`config.mk`:
```
export PLATFORM = sky130hd
export DESIGN_NAME = euclidean_distance_unit
export DESIGN_NICKNAME = d
export VERILOG_FILES = /design/src/sv/edist_pkg.sv /design/src/sv/edist_ctrl.sv /design/src/sv/edist_datapath.sv /design/src/sv/euclidean_distance_unit.sv
export SDC_FILE = /design/constraint.sdc
export NUM_CORES = 1
export LEC_CHECK = 0
export ABC_CLOCK_PERIOD_IN_PS = 7000
export BUFFER_PORTS_ARGS = -buffer_cell sky130_fd_sc_hd__buf_2
export CAP_MARGIN = 10
export CELL_PAD_IN_SITES_DETAIL_PLACEMENT = 1
export CELL_PAD_IN_SITES_GLOBAL_PLACEMENT = 1
export CORE_MARGIN = 1
export CORE_UTILIZATION = 50
export DETAILED_ROUTE_END_ITERATION = 12
export PLACE_DENSITY_LB_ADDON = 0.1
export SYNTH_ARGS = -nofsm -noshare
export SYNTH_HDL_FRONTEND = slang
export SYNTH_SLANG_ARGS = --single-unit
```
`constraint.sdc`:
```
create_clock -name clk -period 7 [get_ports clk]
set_input_delay 0.35 -clock clk [delete_from_list [all_inputs] [get_ports clk]]
set_output_delay 0.35 -clock clk [all_outputs]
set_load 0.05 [all_outputs]
```
`src/sv/edist_pkg.sv`:
```
// Shared types and constants for the Euclidean distance unit.
// Used by the controller, the datapath and the top level.
package edist_pkg;

  localparam int COORD_W_DEF = 16;
  localparam int COORD_W_MAX = 32;
  localparam int SUM_W       = 48;
  localparam int DIST_W      = 24;
  localparam int SQ_IN_W     = SUM_W / 2;
  localparam int REM_W       = DIST_W + 1;
  localparam int ROOT_STEPS  = DIST_W;
  localparam int CNT_W       = $clog2(ROOT_STEPS);

  typedef enum logic [1:0] {
    ST_RUN,
    ST_FLUSH,
    ST_ROOT,
    ST_EMIT
  } state_t;

  typedef struct packed {
    logic in_take;
    logic root_step;
    logic out_load;
  } dp_cmd_t;

  typedef struct packed {
    logic acc_last;
    logic out_busy;
  } dp_sts_t;

endpackage

```
`src/sv/edist_ctrl.sv`:
```
// Sequencer for the Euclidean distance unit: input gating, root iterations, result load.
// Depends on edist_pkg; drives the datapath only through dp_cmd_t and dp_sts_t.
module edist_ctrl
  import edist_pkg::*;
(
  input  logic    clk,
  input  logic    rst,
  input  logic    in_valid,
  input  logic    in_last,
  output logic    in_ready,
  input  dp_sts_t sts,
  output dp_cmd_t cmd
);

  state_t            state, state_next;
  logic [CNT_W-1:0]  count, count_next;

  always_ff @(posedge clk) begin
    if (rst) begin
      state <= ST_RUN;
      count <= '0;
    end else begin
      state <= state_next;
      count <= count_next;
    end
  end

  always_comb begin
    state_next    = state;
    count_next    = count;
    in_ready      = 1'b0;
    cmd.in_take   = 1'b0;
    cmd.root_step = 1'b0;
    cmd.out_load  = 1'b0;
    unique case (state)
      ST_RUN: begin
        in_ready    = 1'b1;
        cmd.in_take = in_valid;
        if (in_valid && in_last) begin
          state_next = ST_FLUSH;
        end
      end
      ST_FLUSH: begin
        if (sts.acc_last) begin
          state_next = ST_ROOT;
          count_next = '0;
        end
      end
      ST_ROOT: begin
        cmd.root_step = 1'b1;
        count_next    = count + 1'b1;
        if (count == CNT_W'(ROOT_STEPS - 1)) begin
          state_next = ST_EMIT;
        end
      end
      ST_EMIT: begin
        if (!sts.out_busy) begin
          cmd.out_load = 1'b1;
          state_next   = ST_RUN;
        end
      end
      default: state_next = ST_RUN;
    endcase
  end

  a_last_in_flush: assert property (@(posedge clk) disable iff (rst)
    sts.acc_last |-> state == ST_FLUSH)
    else $error("final pair reached the accumulator outside flush");

  a_root_count: assert property (@(posedge clk) disable iff (rst)
    state == ST_ROOT |-> count < CNT_W'(ROOT_STEPS))
    else $error("root iteration count out of range");

endmodule

```
`src/sv/edist_datapath.sv`:
```
// Datapath: difference and magnitude, registered square, saturating accumulator,
// bit-serial floor square root and output register. Depends on edist_pkg.
module edist_datapath
  import edist_pkg::*;
#(
  parameter int COORD_WIDTH = COORD_W_DEF
) (
  input  logic                   clk,
  input  logic                   rst,
  input  dp_cmd_t                cmd,
  output dp_sts_t                sts,
  input  logic [COORD_WIDTH-1:0] coord_a,
  input  logic [COORD_WIDTH-1:0] coord_b,
  input  logic                   last,
  output logic                   out_valid,
  input  logic                   out_ready,
  output logic [DIST_W-1:0]      distance,
  output logic                   saturated
);

  localparam int DW    = COORD_WIDTH + 1;
  localparam int MAG_W = COORD_W_MAX + 1;

  logic signed [DW-1:0] diff;
  logic [DW-1:0]        mag;
  logic [MAG_W-1:0]     mag_ext;

  logic                 s1_vld, s1_last, s1_big;
  logic [SQ_IN_W-1:0]   s1_mag;
  logic                 s2_vld, s2_last, s2_big;
  logic [SUM_W-1:0]     s2_sq;

  logic [SUM_W-1:0]     sum;
  logic                 sum_sat;
  logic [SUM_W:0]       sum_wide;
  logic                 ovf;
  logic [SUM_W-1:0]     sum_next;
  logic                 sat_next;

  logic [SUM_W-1:0]     rad;
  logic [REM_W-1:0]     rem;
  logic [DIST_W-1:0]    root;
  logic                 root_sat;
  logic [REM_W+1:0]     rem_sh;
  logic [REM_W+1:0]     trial;
  logic                 fits;

  assign diff    = $signed({coord_a[COORD_WIDTH-1], coord_a})
                 - $signed({coord_b[COORD_WIDTH-1], coord_b});
  assign mag     = diff[DW-1] ? ~diff + 1'b1 : diff;
  assign mag_ext = MAG_W'(mag);

  always_ff @(posedge clk) begin
    if (rst) begin
      s1_vld <= 1'b0;
      s2_vld <= 1'b0;
    end else begin
      s1_vld <= cmd.in_take;
      s2_vld <= s1_vld;
    end
  end

  always_ff @(posedge clk) begin
    s1_last <= last;
    s1_big  <= |mag_ext[MAG_W-1:SQ_IN_W];
    s1_mag  <= mag_ext[SQ_IN_W-1:0];
    s2_last <= s1_last;
    s2_big  <= s1_big;
    s2_sq   <= s1_mag * s1_mag;
  end

  assign sum_wide = {1'b0, sum} + {1'b0, s2_sq};
  assign ovf      = s2_big | sum_wide[SUM_W];
  assign sum_next = ovf ? '1 : sum_wide[SUM_W-1:0];
  assign sat_next = sum_sat | ovf;

  assign sts.acc_last = s2_vld & s2_last;

  always_ff @(posedge clk) begin
    if (rst) begin
      sum     <= '0;
      sum_sat <= 1'b0;
    end else if (s2_vld) begin
      if (s2_last) begin
        sum     <= '0;
        sum_sat <= 1'b0;
      end else begin
        sum     <= sum_next;
        sum_sat <= sat_next;
      end
    end
  end

  assign rem_sh = {rem, rad[SUM_W-1 -: 2]};
  assign trial  = {1'b0, root, 2'b01};
  assign fits   = rem_sh >= trial;

  always_ff @(posedge clk) begin
    if (sts.acc_last) begin
      rad      <= sum_next;
      root_sat <= sat_next;
      rem      <= '0;
      root     <= '0;
    end else if (cmd.root_step) begin
      rad  <= {rad[SUM_W-3:0], 2'b00};
      rem  <= fits ? REM_W'(rem_sh - trial) : rem_sh[REM_W-1:0];
      root <= {root[DIST_W-2:0], fits};
    end
  end

  assign sts.out_busy = out_valid & ~out_ready;

  always_ff @(posedge clk) begin
    if (rst) begin
      out_valid <= 1'b0;
    end else if (cmd.out_load) begin
      out_valid <= 1'b1;
    end else if (out_ready) begin
      out_valid <= 1'b0;
    end
  end

  always_ff @(posedge clk) begin
    if (cmd.out_load) begin
      distance  <= root;
      saturated <= root_sat;
    end
  end

  a_pipe_keep: assert property (@(posedge clk) disable iff (rst)
    s1_vld |=> s2_vld)
    else $error("pair lost between magnitude and square stages");

  a_sum_clear: assert property (@(posedge clk) disable iff (rst)
    sts.acc_last |=> (sum == '0) && !sum_sat)
    else $error("sum not cleared after final pair");

  a_nothing_behind_last: assert property (@(posedge clk) disable iff (rst)
    sts.acc_last |-> !s1_vld)
    else $error("pair accepted behind the final pair");

endmodule

```
`src/sv/euclidean_distance_unit.sv`:
```
// Euclidean distance unit: streams coordinate pairs, sums saturating squared differences,
// and returns the floor square root per vector. Depends on edist_pkg, edist_ctrl and
// edist_datapath.
//
// Coordinate pairs are taken one per cycle while a vector streams in. The pair marked
// tlast holds off further input while it passes through the square pipeline, while the
// bit-serial square root runs (one result bit per cycle), and while the result register
// is loaded, longer if that register is still waiting to be taken. The result register
// lets the next vector stream in while a distance waits downstream.
module euclidean_distance_unit
  import edist_pkg::*;
#(
  parameter int COORD_WIDTH = COORD_W_DEF
) (
  input  logic                                     clk,
  input  logic                                     rst,
  input  logic                                     s_axis_tvalid,
  output logic                                     s_axis_tready,
  // coord_a, coord_b, zero pad to whole bytes
  input  logic [((2*COORD_WIDTH+7)/8)*8-1:0]       s_axis_tdata,
  input  logic                                     s_axis_tlast,
  output logic                                     m_axis_tvalid,
  input  logic                                     m_axis_tready,
  // distance
  output logic [DIST_W-1:0]                        m_axis_tdata,
  // saturated
  output logic                                     m_axis_tuser
);

  dp_cmd_t cmd;
  dp_sts_t sts;

  edist_ctrl u_ctrl (
    .clk      (clk),
    .rst      (rst),
    .in_valid (s_axis_tvalid),
    .in_last  (s_axis_tlast),
    .in_ready (s_axis_tready),
    .sts      (sts),
    .cmd      (cmd)
  );

  edist_datapath #(
    .COORD_WIDTH (COORD_WIDTH)
  ) u_datapath (
    .clk       (clk),
    .rst       (rst),
    .cmd       (cmd),
    .sts       (sts),
    .coord_a   (s_axis_tdata[COORD_WIDTH-1:0]),
    .coord_b   (s_axis_tdata[2*COORD_WIDTH-1:COORD_WIDTH]),
    .last      (s_axis_tlast),
    .out_valid (m_axis_tvalid),
    .out_ready (m_axis_tready),
    .distance  (m_axis_tdata),
    .saturated (m_axis_tuser)
  );

endmodule

```
* Word level (Yosys, flattened, before mapping) *
Index checks and enable logic that the tools add are counted.
Widths: inputs -> output; s select.

word-level totals
  word-level logic and storage cells = 67
  flip-flop bits (word level) = 249

cells by class
  order comparisons = 1
  eq/ne operators = 8
  reductions and logical operators = 8
  bitwise logic cells = 6
  multiply operators = 1
  add/sub/neg operators = 5
  muxes and demuxes = 20

operators with widths
  kind                   number
  $mux 48                4
  $add 48x48->49         1
  $mul 17x17->34         1
  $ge 27x26->1           1
  $mux 25                1
  $sub 25x25->25         1
  $add 17x1->17 const B  1
  $not 17->17            1
  $sub 16x16->17         1
  $mux 16                1
  $pmux 5 s2             1
  $mux 2                 4
  $pmux 2 s4             1
  $mux 1                 7
  $reduce_bool 2->1      3
  $add 5x1->5 const B    1
  $eq 5x5->1 const B     1
  $mux 5                 1
  $eq 2x2->1 const B     2
  $ne 2x1->1 const B     2
  $ne 2x2->1 const B     2
  $reduce_and 4->1       1
  $and 1x1->1            2
  $eq 2x1->1 const B     1
  other kinds (6)        7

* Longest topological paths before layout *
  depth after elaboration = 5
  gate-level depth with buffers = 25
  mapped depth without buffers = 24

* Hierarchy *
From an unflattened synthesis, not the netlist that was laid out.

second synthesis, totals
  cells, all modules = 2318
  area, all modules = 20908.8 µm²

by module, submodules not included
  module          instances  area an instance (µm²)  cells each
  edist_datapath  1          20468.4                 2266
  edist_ctrl      1          440.4                   52

* Worst setup path after synthesis *
Ideal clock, no wire load.

  path type = flip-flop to flip-flop
  from = reg u_datapath.s1_mag[2]
  to = reg u_datapath.s2_sq[32]
  stages on the path, launching flop included = 24
  arrival time = 5.999 ns
  setup slack = 0.905 ns
  setup time = 0.095 ns
  cells stage by stage = dfxtp_1 > clkbuf_1 > nand2_1 > fa_1 > inv_1 > fa_1 > fa_1 > inv_1 > fa_1 > inv_1 > fa_1 > inv_1 > fa_1 > inv_1 > ha_1 > o21ai_0 > a21oi_1 > or2_2 > and4_1 > a22oi_1 > o21ai_1 > a21o_1 > a2111o_1 > o311ai_1

between the ends
  longest elaborated chain between the ends = 1

RTL lines
  element                 line                  source
  start, declared         edist_datapath.sv:29  logic [SQ_IN_W-1:0] s1_mag;
  start signal, assigned  edist_datapath.sv:66  s1_mag <= mag_ext[SQ_IN_W-1:0];
  $mul 17x17->34          edist_datapath.sv:69  s2_sq <= s1_mag * s1_mag;
  end signal, assigned    edist_datapath.sv:69
  end, declared           edist_datapath.sv:31  logic [SUM_W-1:0] s2_sq;

Every way passes these cells.
A chain may end at the register's enable or synchronous reset.

* Worst setup path in the final report *
  from = reg u_datapath.s1_mag[11]
  to = reg u_datapath.s2_sq[30]

The elaborated chain is that of the path after synthesis.

==> out/metrics.cfg <==
[route]
post-route-drc-count = 3
drt_pass_1_iters = 9
route.detailed.vias_per_inst = 5.68
wl_mm = 55.1
m1WireLength_mm = 25.4
drt-initial-drc-count = 776
routedWlPerCell_um = 18.7
met3_wirelength_mm = 1.44
routed.top_layer = met4
vias = 16800
met2WireLength_mm = 27.3
antenna_violating_nets_post_route = 0

[synthesis]
post_synth_instance_area_um2 = 21000
netlist_instances = 2360
number_of_flops_mapped_to_enable_cells_by_yosys = 74
postSynthRegisterBits = 234
seq_total_area_yosys = 0.258
yosysMostFrequentCell = inv_1
yosysUniqueCellTypes = 83
synthDominantAreaCellType = fa_1
synth_fp_nets = 2782
synth_top_flop_cell = dfxtp_1
synth.top_cells.by_area = fa_1 18%, dfxtp_1 15%, ha_1 11%
synth_largest_type_area_fraction = 0.184
postSynth.asyncResetShare = 0
post_synth_most_frequent_cells = 341 x inv_1, 232 x nand2_1, 193 x fa_1
syn_avg_cell_area_um2 = 8.91
yosys_warnings = 0

[timing]
post_route_skew_ps = 17.4
fmax_mhz = 150
period_needed_ps = 6650
finalSetupViolCount = 0
setup-tns-final_ps = 0
fin_crit_sh = 0.951
slew_violations = 0
least_margin_pin_slew_ps = 1170
setup_repair_after_global_routing_missed_its_margin = false
hold_viol = 0
relSlewSlack = 0.218

[die]
fp.dieH_um = 207
area_of_the_die_um2 = 42900
die_width_um = 207
initial_core_util = 0.511
rows = 74
ios = 64
floorplan.core_area_um2 = 41100

[layout]
layout.area.seq_um2 = 5430
final_net_count = 2818
syn_to_final_growth_pct = 8.30
layout.cell_area.non_filler_um2 = 22800
finalNonFillerCells = 2950
fillers = 4823
antenna_diode_instance_count = 0
post_route_cells_drive_above_1_share = 0.0699
multiInputGateArea_um2 = 14000

[placement]
detailedPlacementHpwl_mm = 42.8
portBuffers = 63
placed_area_um2 = 21900
place.detailed.instances = 2897
gpl.final_weighted_congestion = 0.865

[setup_path]
worst_setup_path_end_kind = flop
critical_path.max_fanout = 8
start_kind = flop
worstSetupPathType = reg2reg
crit_arrival_ps = 7080
worst-endpoint-required_ps = 7430

[worst_hold_path]
min_path_type = in2reg

[global_route]
grt_first_pass_wirelength_mm = 92.9
grt_max_degree = 83
gr-total-overflow = 0
first_global_vias = 18200
antenna_found_initial = 0
grt_use_total = 0.262

[clocking]
h_tree_depth = 1
clock_latency_ps = 570
clk_pin_slew_ps = 60
cts_tree = yes
cts.sink_count = 234
cts-root-to-sink-buffers = 3
cts_made_buffers = 28
cts-root-buf = clkbuf_16
post_cts.repair.setup_buffers = 0

[outcome]
violated_checks = DRC
status = complete, but fails checks

[job]
maxCapViolCount = 0

through the flow:
| stage | hold slack (ps) | util | setup slack [ps] |
|---|---|---|---|
| after global placement | 317 | 0.532 | 447 |
| after detailed placement | 317 | 0.532 | 248 |
| final | 34.6 | 0.554 | 346 |
| after global routing | 29.3 | 0.554 | 11.1 |
| after floorplan | 310 | - | 905 |
| after CTS | 15.8 | 0.554 | 252 |
cell type report:
class | count | area share
Multi-Input combinational cell | 1697 | 0.613
Sequential cell | 234 | 0.239
Inverter | 342 | 0.0564
Clock buffer | 40 | 0.0332
Tap cell | 532 | 0.0292
Timing Repair Buffer | 93 | 0.0239
Clock inverter | 12 | 0.00544
sequential cells by signal, summed over array words and instances, names as in the netlist:
| register | flops |
|---|---|
| u_ctrl.count | 5 |
| u_datapath.root_sat | 1 |
| u_datapath.out_valid | 1 |
| u_datapath.sum | 48 |
| u_datapath.s2_vld | 1 |
| u_datapath.rem | 25 |
| u_datapath.s2_last | 1 |
| u_datapath.s1_mag | 17 |
| u_datapath.s2_sq | 33 |
| u_datapath.saturated | 1 |
| u_datapath.s1_last | 1 |
| u_datapath.distance | 24 |
| u_datapath.rad | 48 |
| u_datapath.sum_sat | 1 |
| u_datapath.s1_vld | 1 |
| u_datapath.root | 24 |
| u_ctrl.state | 2 |
placed cells by master (no fill, tap or decap), drive strengths merged, types with 54 or more instances in the layout:
cell type,instances
buf,92
dfxtp,160
xnor2,84
a21oi,140
o21ai,131
nor2,179
edfxtp,74
inv,344
nand2,232
ha,192
fa,193
and2,54
metal layers:
| layer | vias to the layer above | global-route usage |
|---|---|---|
| met5 | - | 0 |
| met4 | 0 | 0.0571 |
| met3 | 74 | 0.0200 |
| met2 | 222 | 0.465 |
| met1 | 8489 | 0.349 |
| li1 | 7965 | - |
kinds of logic (layout without fill, tap and decap cells):
group / after synthesis / in the layout / synth area share
multiplexers: 49 / 49 / 0.0235
XOR/XNOR: 121 / 121 / 0.0504
flip-flops: 234 / 234 / 0.258
AND/OR/NAND/NOR: 645 / 645 / 0.143
AO/OA/AOI/OAI: 497 / 497 / 0.148
buffers and inverters: 429 / 487 / 0.0782
adder cells (fa/ha/maj): 385 / 385 / 0.298
critical path: stages, from the launching register on:
cell	delay, ps
dfxtp_1	450
buf_4	250
nand2_1	110
inv_1	70
fa_1	530
inv_1	50
fa_1	480
inv_1	50
fa_1	520
fa_1	440
fa_1	550
inv_1	60
fa_1	530
inv_1	40
ha_1	380
o21ai_0	110
a21oi_1	60
or2_2	290
and4_1	210
a22oi_1	350
o21ai_1	270
a21oi_1	380
o21a_1	220
o311ai_0	130
worst paths after layout:
kind	start	end	slack, ps	cells after the start
worst min register to register	u_datapath.s1_last$_DFF_P_	u_datapath.s2_last$_DFF_P_	330	0
worst min-delay path	s_axis_tvalid	u_datapath.s1_vld$_SDFF_PP0_	30	3
worst max register to register	u_datapath.s1_mag[11]$_DFF_P_	u_datapath.s2_sq[30]$_DFF_P_	350	23
worst max-delay path	u_datapath.s1_mag[11]$_DFF_P_	u_datapath.s2_sq[30]$_DFF_P_	350	23
repair_timing:
action	4_1_cts	5_1_grt
endpoints found under the hold margin	1	0
resized for setup	0	5
endpoints found under the setup margin	0	5
hold buffers	1	0
Power is not shown: default switching activity piles up to over one toggle a cycle in this logic, so the estimate is an artifact.
